<file path="src/calendar_field_adjust_defines.svh">
// Assertion macros for the calendar field adjuster.
// Used by calendar_field_adjust; expects clk and rst_n in scope.
`ifndef CALENDAR_FIELD_ADJUST_DEFINES_SVH
`define CALENDAR_FIELD_ADJUST_DEFINES_SVH

`ifndef ASSERT_OFF
// Same-cycle implication, ignored while reset is asserted.
`define CFA_ASSERT_IMP(lbl, ante, cons, msg) \
  lbl: assert property (@(posedge clk) disable iff (!rst_n) (ante) |-> (cons)) else $error(msg);
// Next-cycle implication, ignored while reset is asserted.
`define CFA_ASSERT_NXT(lbl, ante, cons, msg) \
  lbl: assert property (@(posedge clk) disable iff (!rst_n) (ante) |=> (cons)) else $error(msg);
`else
`define CFA_ASSERT_IMP(lbl, ante, cons, msg)
`define CFA_ASSERT_NXT(lbl, ante, cons, msg)
`endif

`endif

</file>
<file path="src/cfa_pkg.sv">
// Types, constants and month-length functions for the calendar field adjuster.
// No dependencies; imported by calendar_field_adjust.
`timescale 1ns / 1ps
`default_nettype none

package cfa_pkg;

  typedef enum logic [1:0] {
    MODE_INC  = 2'd0,
    MODE_DEC  = 2'd1,
    MODE_LOAD = 2'd2,
    MODE_HOLD = 2'd3
  } cfa_mode_t;

  typedef enum logic [2:0] {
    FIELD_HOUR   = 3'd0,
    FIELD_MINUTE = 3'd1,
    FIELD_SECOND = 3'd2,
    FIELD_YEAR   = 3'd3,
    FIELD_MONTH  = 3'd4,
    FIELD_DAY    = 3'd5
  } cfa_field_t;

  localparam logic [5:0] SECOND_MAX = 6'd59;
  localparam logic [5:0] MINUTE_MAX = 6'd59;
  localparam logic [4:0] HOUR_MAX   = 5'd23;
  localparam logic [3:0] MONTH_MAX  = 4'd11;
  localparam logic [9:0] YEAR_MAX   = 10'd999;

  localparam logic [3:0] MONTH_FEB = 4'd1;
  localparam logic [3:0] MONTH_APR = 4'd3;
  localparam logic [3:0] MONTH_JUN = 4'd5;
  localparam logic [3:0] MONTH_SEP = 4'd8;
  localparam logic [3:0] MONTH_NOV = 4'd10;

  localparam logic [9:0] YEAR_RESET = 10'd120;

  typedef struct packed {
    cfa_mode_t   mode;
    logic [2:0]  field_sel;
    logic [5:0]  load_second;
    logic [5:0]  load_minute;
    logic [4:0]  load_hour;
    logic [4:0]  load_day;
    logic [3:0]  load_month;
    logic [9:0]  load_year;
  } cfa_in_t;

  typedef struct packed {
    logic [5:0]  out_second;
    logic [5:0]  out_minute;
    logic [4:0]  out_hour;
    logic [4:0]  out_day;
    logic [3:0]  out_month;
    logic [9:0]  out_year;
  } cfa_out_t;

  // Offsets from 1900 are 0..1023, so years run 1900..2923. Century years sit
  // at offsets that are multiples of 100; those divisible by 400 are 2000,
  // 2400 and 2800. 1900 is a multiple of 4, so the low bits test the rest.
  function automatic logic is_leap(input logic [9:0] off);
    logic century;
    logic quad_century;
    century = (off == 10'd0)   || (off == 10'd100) || (off == 10'd200) ||
              (off == 10'd300) || (off == 10'd400) || (off == 10'd500) ||
              (off == 10'd600) || (off == 10'd700) || (off == 10'd800) ||
              (off == 10'd900) || (off == 10'd1000);
    quad_century = (off == 10'd100) || (off == 10'd500) || (off == 10'd900);
    return quad_century || ((off[1:0] == 2'b00) && !century);
  endfunction

  // Months 12 to 15 count as 31-day months.
  function automatic logic [4:0] month_len(input logic [3:0] mon, input logic [9:0] off);
    logic [4:0] len;
    if (mon == MONTH_APR || mon == MONTH_JUN || mon == MONTH_SEP || mon == MONTH_NOV) begin
      len = 5'd30;
    end else if (mon == MONTH_FEB) begin
      len = is_leap(off) ? 5'd29 : 5'd28;
    end else begin
      len = 5'd31;
    end
    return len;
  endfunction

endpackage

`default_nettype wire

</file>
<file path="src/calendar_field_adjust.sv">
// Calendar field adjuster: second, minute, hour, day, month and year offset.
// A request passes the input register and then the calendar register before
// out_valid rises and the result can be taken; out_stall can hold either stage.
// Throughput: one request per cycle while out_stall stays low, set by the
// combinational compare-and-wrap update of the calendar register.
// Reset (rst_n low, synchronous): both stages empty, calendar 00:00:00,
// day 1, January, year offset 120 (2020).
`timescale 1ns / 1ps
`default_nettype none
`include "calendar_field_adjust_defines.svh"

module calendar_field_adjust (
  input  wire             clk,
  input  wire             rst_n,
  input  wire             in_valid,
  output logic            in_stall,
  input  wire cfa_pkg::cfa_in_t  in_data,
  output logic            out_valid,
  input  wire             out_stall,
  output cfa_pkg::cfa_out_t out_data
);

  import cfa_pkg::*;

  // Input stage: holds one request until the calendar stage can take it.
  logic     s1_vld_r, s1_vld_nxt;
  cfa_in_t  s1_data_r;
  logic     s1_adv;
  logic     s1_fire;
  logic     in_fire;

  // Calendar stage: the calendar register doubles as the result register.
  logic     out_vld_r, out_vld_nxt;
  cfa_out_t cal_r, cal_nxt;
  logic [4:0] cur_len;

  // Advance the input stage when the result slot is empty or being drained.
  assign s1_adv   = !out_vld_r || !out_stall;
  assign s1_fire  = s1_vld_r && s1_adv;
  assign in_stall = s1_vld_r && !s1_adv;
  assign in_fire  = in_valid && !in_stall;

  assign s1_vld_nxt  = in_fire || (s1_vld_r && !s1_adv);
  assign out_vld_nxt = s1_fire || (out_vld_r && out_stall);

  always_ff @(posedge clk) begin
    if (!rst_n) begin
      s1_vld_r <= 1'b0;
    end else begin
      s1_vld_r <= s1_vld_nxt;
    end
  end

  // Payload register: load on acceptance only, no reset needed.
  always_ff @(posedge clk) begin
    if (in_fire) begin
      s1_data_r <= in_data;
    end
  end

  // Length of the current month, from the stored month and year.
  assign cur_len = month_len(cal_r.out_month, cal_r.out_year);

  // Next calendar: one field steps up or down with wrap, all fields load, or nothing changes.
  always_comb begin
    cal_nxt = cal_r;
    unique case (s1_data_r.mode)
      MODE_LOAD: begin
        cal_nxt.out_second = s1_data_r.load_second;
        cal_nxt.out_minute = s1_data_r.load_minute;
        cal_nxt.out_hour   = s1_data_r.load_hour;
        cal_nxt.out_day    = s1_data_r.load_day;
        cal_nxt.out_month  = s1_data_r.load_month;
        cal_nxt.out_year   = s1_data_r.load_year;
      end
      MODE_INC: begin
        // A field at its limit goes to zero; above it, count on and wrap.
        unique case (s1_data_r.field_sel)
          FIELD_HOUR:   cal_nxt.out_hour   = (cal_r.out_hour == HOUR_MAX) ?
                                             5'd0 : cal_r.out_hour + 5'd1;
          FIELD_MINUTE: cal_nxt.out_minute = (cal_r.out_minute == MINUTE_MAX) ?
                                             6'd0 : cal_r.out_minute + 6'd1;
          FIELD_SECOND: cal_nxt.out_second = (cal_r.out_second == SECOND_MAX) ?
                                             6'd0 : cal_r.out_second + 6'd1;
          FIELD_YEAR:   cal_nxt.out_year   = (cal_r.out_year == YEAR_MAX) ?
                                             10'd0 : cal_r.out_year + 10'd1;
          FIELD_MONTH:  cal_nxt.out_month  = (cal_r.out_month == MONTH_MAX) ?
                                             4'd0 : cal_r.out_month + 4'd1;
          // Day at or past month end restarts at the first.
          FIELD_DAY:    cal_nxt.out_day    = (cal_r.out_day >= cur_len) ?
                                             5'd1 : cal_r.out_day + 5'd1;
          default: ;
        endcase
      end
      MODE_DEC: begin
        // Zero goes to the limit; anything else counts down.
        unique case (s1_data_r.field_sel)
          FIELD_HOUR:   cal_nxt.out_hour   = (cal_r.out_hour == 5'd0) ?
                                             HOUR_MAX : cal_r.out_hour - 5'd1;
          FIELD_MINUTE: cal_nxt.out_minute = (cal_r.out_minute == 6'd0) ?
                                             MINUTE_MAX : cal_r.out_minute - 6'd1;
          FIELD_SECOND: cal_nxt.out_second = (cal_r.out_second == 6'd0) ?
                                             SECOND_MAX : cal_r.out_second - 6'd1;
          FIELD_YEAR:   cal_nxt.out_year   = (cal_r.out_year == 10'd0) ?
                                             YEAR_MAX : cal_r.out_year - 10'd1;
          FIELD_MONTH:  cal_nxt.out_month  = (cal_r.out_month == 4'd0) ?
                                             MONTH_MAX : cal_r.out_month - 4'd1;
          // The first steps back to month end; day zero wraps within 5 bits.
          FIELD_DAY:    cal_nxt.out_day    = (cal_r.out_day == 5'd1) ?
                                             cur_len : cal_r.out_day - 5'd1;
          default: ;
        endcase
      end
      MODE_HOLD: ;
      default: ;
    endcase
  end

  // Update the calendar and raise the result together, so the presented
  // result is always the calendar after the latest request.
  always_ff @(posedge clk) begin
    if (!rst_n) begin
      out_vld_r          <= 1'b0;
      cal_r.out_second   <= 6'd0;
      cal_r.out_minute   <= 6'd0;
      cal_r.out_hour     <= 5'd0;
      cal_r.out_day      <= 5'd1;
      cal_r.out_month    <= 4'd0;
      cal_r.out_year     <= YEAR_RESET;
    end else begin
      out_vld_r <= out_vld_nxt;
      if (s1_fire) begin
        cal_r <= cal_nxt;
      end
    end
  end

  assign out_valid = out_vld_r;
  assign out_data  = cal_r;

  // Stall the input only while a request waits in the input stage.
  `CFA_ASSERT_IMP(a_stall_needs_item, in_stall, s1_vld_r, "input stalled with empty stage")
  // A new result appears only after the input stage has handed one over.
  `CFA_ASSERT_IMP(a_result_has_source, $rose(out_vld_r), $past(s1_vld_r), "result without request")
  // A day increment never leaves day zero behind.
  `CFA_ASSERT_NXT(a_day_inc_nonzero,
    s1_fire && s1_data_r.mode == MODE_INC && s1_data_r.field_sel == FIELD_DAY,
    cal_r.out_day != 5'd0, "day increment gave day zero")
  // A request with the hold code leaves the calendar untouched.
  `CFA_ASSERT_NXT(a_hold_keeps_cal, s1_fire && s1_data_r.mode == MODE_HOLD,
    $stable(cal_r), "hold request changed calendar")

endmodule

`default_nettype wire

</file>
<file path="config.mk">
export PLATFORM = sky130hd
export DESIGN_NAME = calendar_field_adjust
export DESIGN_NICKNAME = d
export VERILOG_FILES = /design/src/cfa_pkg.sv /design/src/calendar_field_adjust.sv
export VERILOG_INCLUDE_DIRS = /design/src /design/src/src
export SDC_FILE = /design/constraint.sdc
export NUM_CORES = 1
export LEC_CHECK = 0
export BUFFER_PORTS_ARGS = -buffer_cell sky130_fd_sc_hd__buf_2
export CORE_MARGIN = 2
export CORE_UTILIZATION = 55
export DETAILED_ROUTE_END_ITERATION = 6
export PLACE_DENSITY = 0.78
export SETUP_SLACK_MARGIN = 0.15
export SKIP_LAST_GASP = 1
export SYNTH_ARGS = -nofsm -noshare
export SYNTH_HDL_FRONTEND = slang
export SYNTH_SLANG_ARGS = --single-unit
</file>
<file path="constraint.sdc">
create_clock -name clk -period 4.65 [get_ports clk]
set_clock_uncertainty 0.05 [all_clocks]
set_input_delay 0.465 -clock clk [delete_from_list [all_inputs] [get_ports clk]]
set_output_delay 0.465 -clock clk [all_outputs]
set_load 0.01 [all_outputs]
</file>
# Yosys cells after proc, flatten, opt, wreduce, memory -nomap -nowiden
# Index checks and enable logic that the tools add are counted.
[classes]
n_eq_ne = 40
muxes = 28
reduce_logical = 44
addsub = 12
n_lt_le_gt_ge = 1
[ops]
columns = ["cell", "n"]
rows = [
  ["$pmux W36 S3", 1],
  ["$eq A10 B10 Y1 const B", 6],
  ["$mux W6", 8],
  ["$mux W10", 4],
  ["$mux W5", 8],
  ["$eq A10 B9 Y1 const B", 3],
  ["$reduce_and A4 Y1", 6],
  ["$logic_or A1 B1 Y1", 19],
  ["$mux W4", 4],
  ["$ne A2 B2 Y1 const B", 7],
  ["$add A6 B1 Y6 const B", 2],
  ["$eq A4 B4 Y1 const B", 3],
  ["$eq A6 B6 Y1 const B", 2],
  ["$logic_not A6 Y1", 2],
  ["$sub A6 B1 Y6 const B", 2],
  ["$add A10 B1 Y10 const B", 1],
  ["$add A5 B1 Y5 const B", 2],
  ["$eq A10 B7 Y1 const B", 1],
  ["$eq A10 B8 Y1 const B", 1],
  ["$logic_not A10 Y1", 1],
  ["$ne A2 B1 Y1 const B", 5],
  ["$sub A10 B1 Y10 const B", 1],
  ["$sub A5 B1 Y5 const B", 2],
  ["$eq A3 B2 Y1 const B", 2],
  ["other kinds (21)", 32],
]
[word_totals]
out_inout_bits = 38
in_bits = 45
wordCells = 141
regBits = 79

# Longest topological paths before layout
[logic_depth]
ltp_word = 21
mapped_depth = 12
ltp_nobuf = 11

# Worst setup path before layout
# Ideal clock, no wire load.
[synth_timing]
path_kind = "in2reg"
startpoint = "input out_stall"
endpoint = "register s1_data_r[0] (netlist bit) (enable)"
setup_time_ps = 444
t_required_ps = 4156
path_buffers = 0
arrival_time_ps = 2532
stages = 2
path_slack_ps = 1624
cell_sequence = "and3_1 -> nor2b_1"
[synth_between]
elab_chain_cells = 6
[synth_lines]
columns = ["item", "line_no", "source"]
rows = [
  ["from (decl)", "calendar_field_adjust.sv:19", "input wire out_stall,"],
  ["$logic_not A1 Y1", "calendar_field_adjust.sv:38", "assign s1_adv = !out_vld_r || !out_stall;"],
  ["$logic_or A1 B1 Y1", "calendar_field_adjust.sv:38", ""],
  ["$logic_not A1 Y1", "calendar_field_adjust.sv:40", "assign in_stall = s1_vld_r && !s1_adv;"],
  ["$logic_and A1 B1 Y1", "calendar_field_adjust.sv:40", ""],
  ["$logic_not A1 Y1", "calendar_field_adjust.sv:41", "assign in_fire = in_valid && !in_stall;"],
  ["$logic_and A1 B1 Y1", "calendar_field_adjust.sv:41", ""],
  ["net in_fire", "calendar_field_adjust.sv:30", "logic in_fire;"],
  ["to (signal assigned)", "calendar_field_adjust.sv:57", "s1_data_r <= in_data;"],
  ["to (decl)", "calendar_field_adjust.sv:27", "cfa_in_t s1_data_r;"],
]
# The timed path passes the listed nets, and every way through them passes these cells.
# A chain may end at the register's enable or synchronous reset.

# Worst setup path in the final report
[layout_timing]
startpoint = "register cal_r (netlist bit out_data[8])"
endpoint = "register cal_r (netlist bit out_data[17])"
[layout_between]
elab_chain_cells = 21
word_cells_on_any_way = 33
classes_between = "order compare (1); eq/ne (10); mux (6); reduce/logical (16)"
[layout_lines]
columns = ["item", "line_no", "source"]
rows = [
  ["from (decl)", "calendar_field_adjust.sv:34", "cfa_out_t cal_r, cal_nxt;"],
  ["from (signal assigned)", "calendar_field_adjust.sv:133", "cal_r <= cal_nxt;"],
  ["$eq A10 B7 Y1 or $logic_not A10 Y1 (tied branches)", "cfa_pkg.sv:64, cfa_pkg.sv:68", ""],
  ["$logic_or A1 B1 Y1 (3 in a row)", "cfa_pkg.sv:64", "century = (off == 10'd0) || (off == 10'd100) || (off == 10'd200) ||"],
  ["$logic_or A1 B1 Y1 (3 in a row)", "cfa_pkg.sv:65", "(off == 10'd300) || (off == 10'd400) || (off == 10'd500) ||"],
  ["$logic_or A1 B1 Y1 (3 in a row)", "cfa_pkg.sv:66", "(off == 10'd600) || (off == 10'd700) || (off == 10'd800) ||"],
  ["$logic_or A1 B1 Y1", "cfa_pkg.sv:67", "(off == 10'd900) || (off == 10'd1000);"],
  ["$logic_not A1 Y1", "cfa_pkg.sv:69", "return quad_century || ((off[1:0] == 2'b00) && !century);"],
  ["$logic_and A1 B1 Y1", "cfa_pkg.sv:69", ""],
  ["$logic_or A1 B1 Y1 (*)", "cfa_pkg.sv:69", ""],
  ["$mux W1 (*)", "cfa_pkg.sv:78", "len = is_leap(off) ? 5'd29 : 5'd28;"],
  ["$mux W2 (*)", "cfa_pkg.sv:77", "end else if (mon == MONTH_FEB) begin"],
  ["$mux W2 (*)", "cfa_pkg.sv:75", "if (mon == MONTH_APR || mon == MONTH_JUN || mon == MONTH_SEP || mon == MONTH_NOV) begin"],
  ["$ge A5 B5 Y1 (*)", "calendar_field_adjust.sv:90", "FIELD_DAY: cal_nxt.out_day = (cal_r.out_day >= cur_len) ?"],
  ["$mux W5 (*)", "calendar_field_adjust.sv:90", ""],
  ["$mux W5 (*)", "calendar_field_adjust.sv:78", "unique case (s1_data_r.field_sel)"],
  ["$pmux W36 S3 (*)", "calendar_field_adjust.sv:67", "unique case (s1_data_r.mode)"],
]
# Mark *: on every way between the ends. The rest lies on a longest branch, timed or not. The select of a mux whose other input is x is not followed.

==> summary.md <==
| Metric | Value |
|---|---|
| Top-area cell type share of the netlist area | `25.3%` |
| Fmax | `0.341 GHz` |
| Number of library cell types mapped by synthesis | `72` |
| Pre-Repair DR Iteration Count | `5` |
| Die Ht | `98.1 microns` |
| Min Tclk post-route | `2930 ps` |
| Share of cells above drive strength 1 | `18.8%` |
| Setup crit end kind | `flop` |
| Post-CTS sizing | `0` |
| Total GRT Usage | `26.0%` |
| Syn_area_per_cell | `8.97 sq um` |
| Syn Std Cell Area | `0.00487 sq mm` |
| Clock buffer depth | `2` |
| Detailed-route vias per instance | `6.22` |
| Die area | `0.00963 sq mm` |
| Hpwl dp | `8470 microns` |
| Post-Syn Instances | `543` |
| Vias in the first global route | `4141` |
| DRC Markers | `0` |
| Total CTS buffers | `9` |
| Post-CTS setup buffers | `0` |
| H-tree levels | `3` |
| Initial antenna violation count | `0` |
| Crit Path Max Fanout | `11` |
| Net count, final | `664` |
| # hold bufs at CTS | `0` |
| Status | `completed` |
| Synth Net Count | `606` |
| Antenna viol nets, final | `0` |
| Crit path largest cell delay | `580 ps` |
| Register area share after synthesis | `40.9%` |
| Gpl congestion | `0.917` |
| Area Overhead vs Synth | `12.0%` |
| Drt wl/cell | `17.5 microns` |
| Crit path required time | `4850 ps` |
| Worst path cell trace | `inv_1 -> or4_1 -> a211oi_1 -> nor4_1 -> ha_1 -> nand2b_1 -> a21oi_1 -> o21ai_0 -> o21ai_0 -> a32o_1` |
| # port buffers | `82` |
| Min-delay worst type | `in -> reg` |
| IO Count | `83` |
| Final period util | `63.0%` |
| DRT iter0 DRCs | `293` |
| RSZ-0062 raised after global routing | `false` |
| CP delay by family, top | `compound AO/OA/AOI/OAI gates` |
| Fin. max-slew vios | `0` |
| Synth top area cells | `edfxtp_1 (25%), dfxtp_1 (16%), ha_1 (4.6%)` |
| Setup Viol. Count Final | `0` |
| Main synth FF type | `edfxtp_1` |
| P per Cell Area | `280 mW/mm^2` |
| Arr. time, crit path | `3130 ps` |
| Startpoint types | `flop` |
| Starting Density | `56.4%` |
| Worst Tran Pin Value | `1220 ps` |
| Crit Path Class | `reg -> reg` |
| CP dominant cell by count | `o21ai_0` |
| Most common library cells after synthesis | `nand2_1 (45), nor2_1 (45), a21oi_1 (42), edfxtp_1 (41), o21ai_0 (41)` |
| Grt ovf | `0` |
| YS warnings | `0` |
| Final Cell Area | `0.00546 sq mm` |
| Finished Layout Cells | `714` |
| TNS Setup | `0 ps` |
| Horiz. Die Dim | `98.1 microns` |
| Relative slew slack | `18.4%` |
| CTS clk-pin slew, worst paths | `80 ps` |
| MaxCap Viol Count | `0` |
| Number of buffers and inverters on the critical path | `1` |
| Final hold violation count | `0` |
| Placed instance count | `698` |
| Core area | `0.00864 sq mm` |
| Clock sink count | `79` |
| Cell Area, Placed | `0.00528 sq mm` |
| Asr flop ratio synth | `0%` |
| CTS tree | `done` |
| Clock Root Buffer | `clkbuf_8` |
| Synth Register Bits | `79` |
| Worst-case vdd ir drop | `0.167 mV` |
| First-pass GRT wire length | `20500 microns` |
| Synth area leader | `edfxtp_1` |
| Fin util | `63.2%` |
| Site Rows | `34` |
| ANT cells | `0` |
| Clock Latency Late Sink | `360 ps` |
| Lkg Pwr | `2.10 nW` |
| Number of enable flip-flop cells after synthesis | `41` |
| Largest net degree at the start of global routing | `42` |
| Critical-path top delay cell | `dfxtp_1` |
| Via count | `4444` |
| Post-Route WL | `12500 microns` |
area by class of cell:
| type | instances | area [sq um] |
|---|---|---|
| tap | 108 | 135 |
| clock buffer | 11 | 141 |
| multi-input combinational | 405 | 2640 |
| clock inverter | 5 | 33.8 |
| inverter | 20 | 75.1 |
| fill | 748 | 3180 |
| sequential | 79 | 1990 |
| timing repair buffer | 86 | 440 |
routing by layer:
metal / vias up / track usage (%) / part of all wire, %
li1: 2158 / - / -
met1: 2099 / 36.5 / 43
met2: 172 / 42.4 / 49
met3: 15 / 3.36 / 7.0
met4: 0 / 7.59 / 1.1
met5: - / 0 / 0
cell usage in the layout, fill, tap and decap left out, types with 6 or more instances in the layout:
cell and count:
buf_2 82, nor2_1 45, nand2_1 45, a21oi_1 42, o21ai_0 41, edfxtp_1 41
dfxtp_1 38, inv_1 19, ha_1 18, nand3_1 15, o211ai_1 13, nor3_1 12
a31oi_1 11, xnor2_1 10, clkbuf_8 10, nand4_1 9, o31ai_1 8, nand2b_1 8
a211oi_1 8, xor2_1 7, o21a_1 7, o211a_1 6, a32o_1 6
metrics by stage:
step | setup slack [ps] | total power, W | hold WS, ps
global placement | 1870 | 0.00107 | 454
global route | 1500 | 0.00160 | 214
detailed placement | 1770 | 0.00108 | 476
floorplan | 1620 | 0.000999 | 428
finish | 1720 | 0.00153 | 228
CTS | 1750 | 0.00153 | 222
worst paths after layout:
kind                                                 from                        end  slack, ps  cells past startpoint
worst max-delay path             out_data[8]$_SDFFE_PN0P_  out_data[17]$_SDFFE_PN0P_       1720                     10
worst min-delay path                           in_data[5]     s1_data_r[5]$_DFFE_PP_        230                      1
worst max register to register   out_data[8]$_SDFFE_PN0P_  out_data[17]$_SDFFE_PN0P_       1720                     10
worst min register to register  out_data[25]$_SDFFE_PN0P_  out_data[25]$_SDFFE_PN0P_        490                      2
kinds of logic (layout without fill, tap and decap cells):
group                      Yosys count  count (layout)  synth area share [%]
DFF                                 79              79                  40.9
and+or+nand+nor                    187             187                  20.5
muxes                                3               3                 0.616
xor gates and xnor gates            17              17                  3.06
buffers and inverters               59             122                  5.13
AOI/OAI and AO/OA                  180             180                  25.2
adders and majority gates           18              18                  4.62
power by group:
part	internal [W]	total (W)	leakage (nW)	switching, W
Sequential	0.000772	0.000824	0.710	0.0000523
Clock	0.000208	0.000461	0.0853	0.000253
Combinational	0.000105	0.000244	1.30	0.000139
registers in the layout, summed over array words and instances, names as in the netlist:
name       count
out_data      36
s1_vld_r       1
out_valid      1
s1_data_r     41
Power figures use the tool's default switching activity.
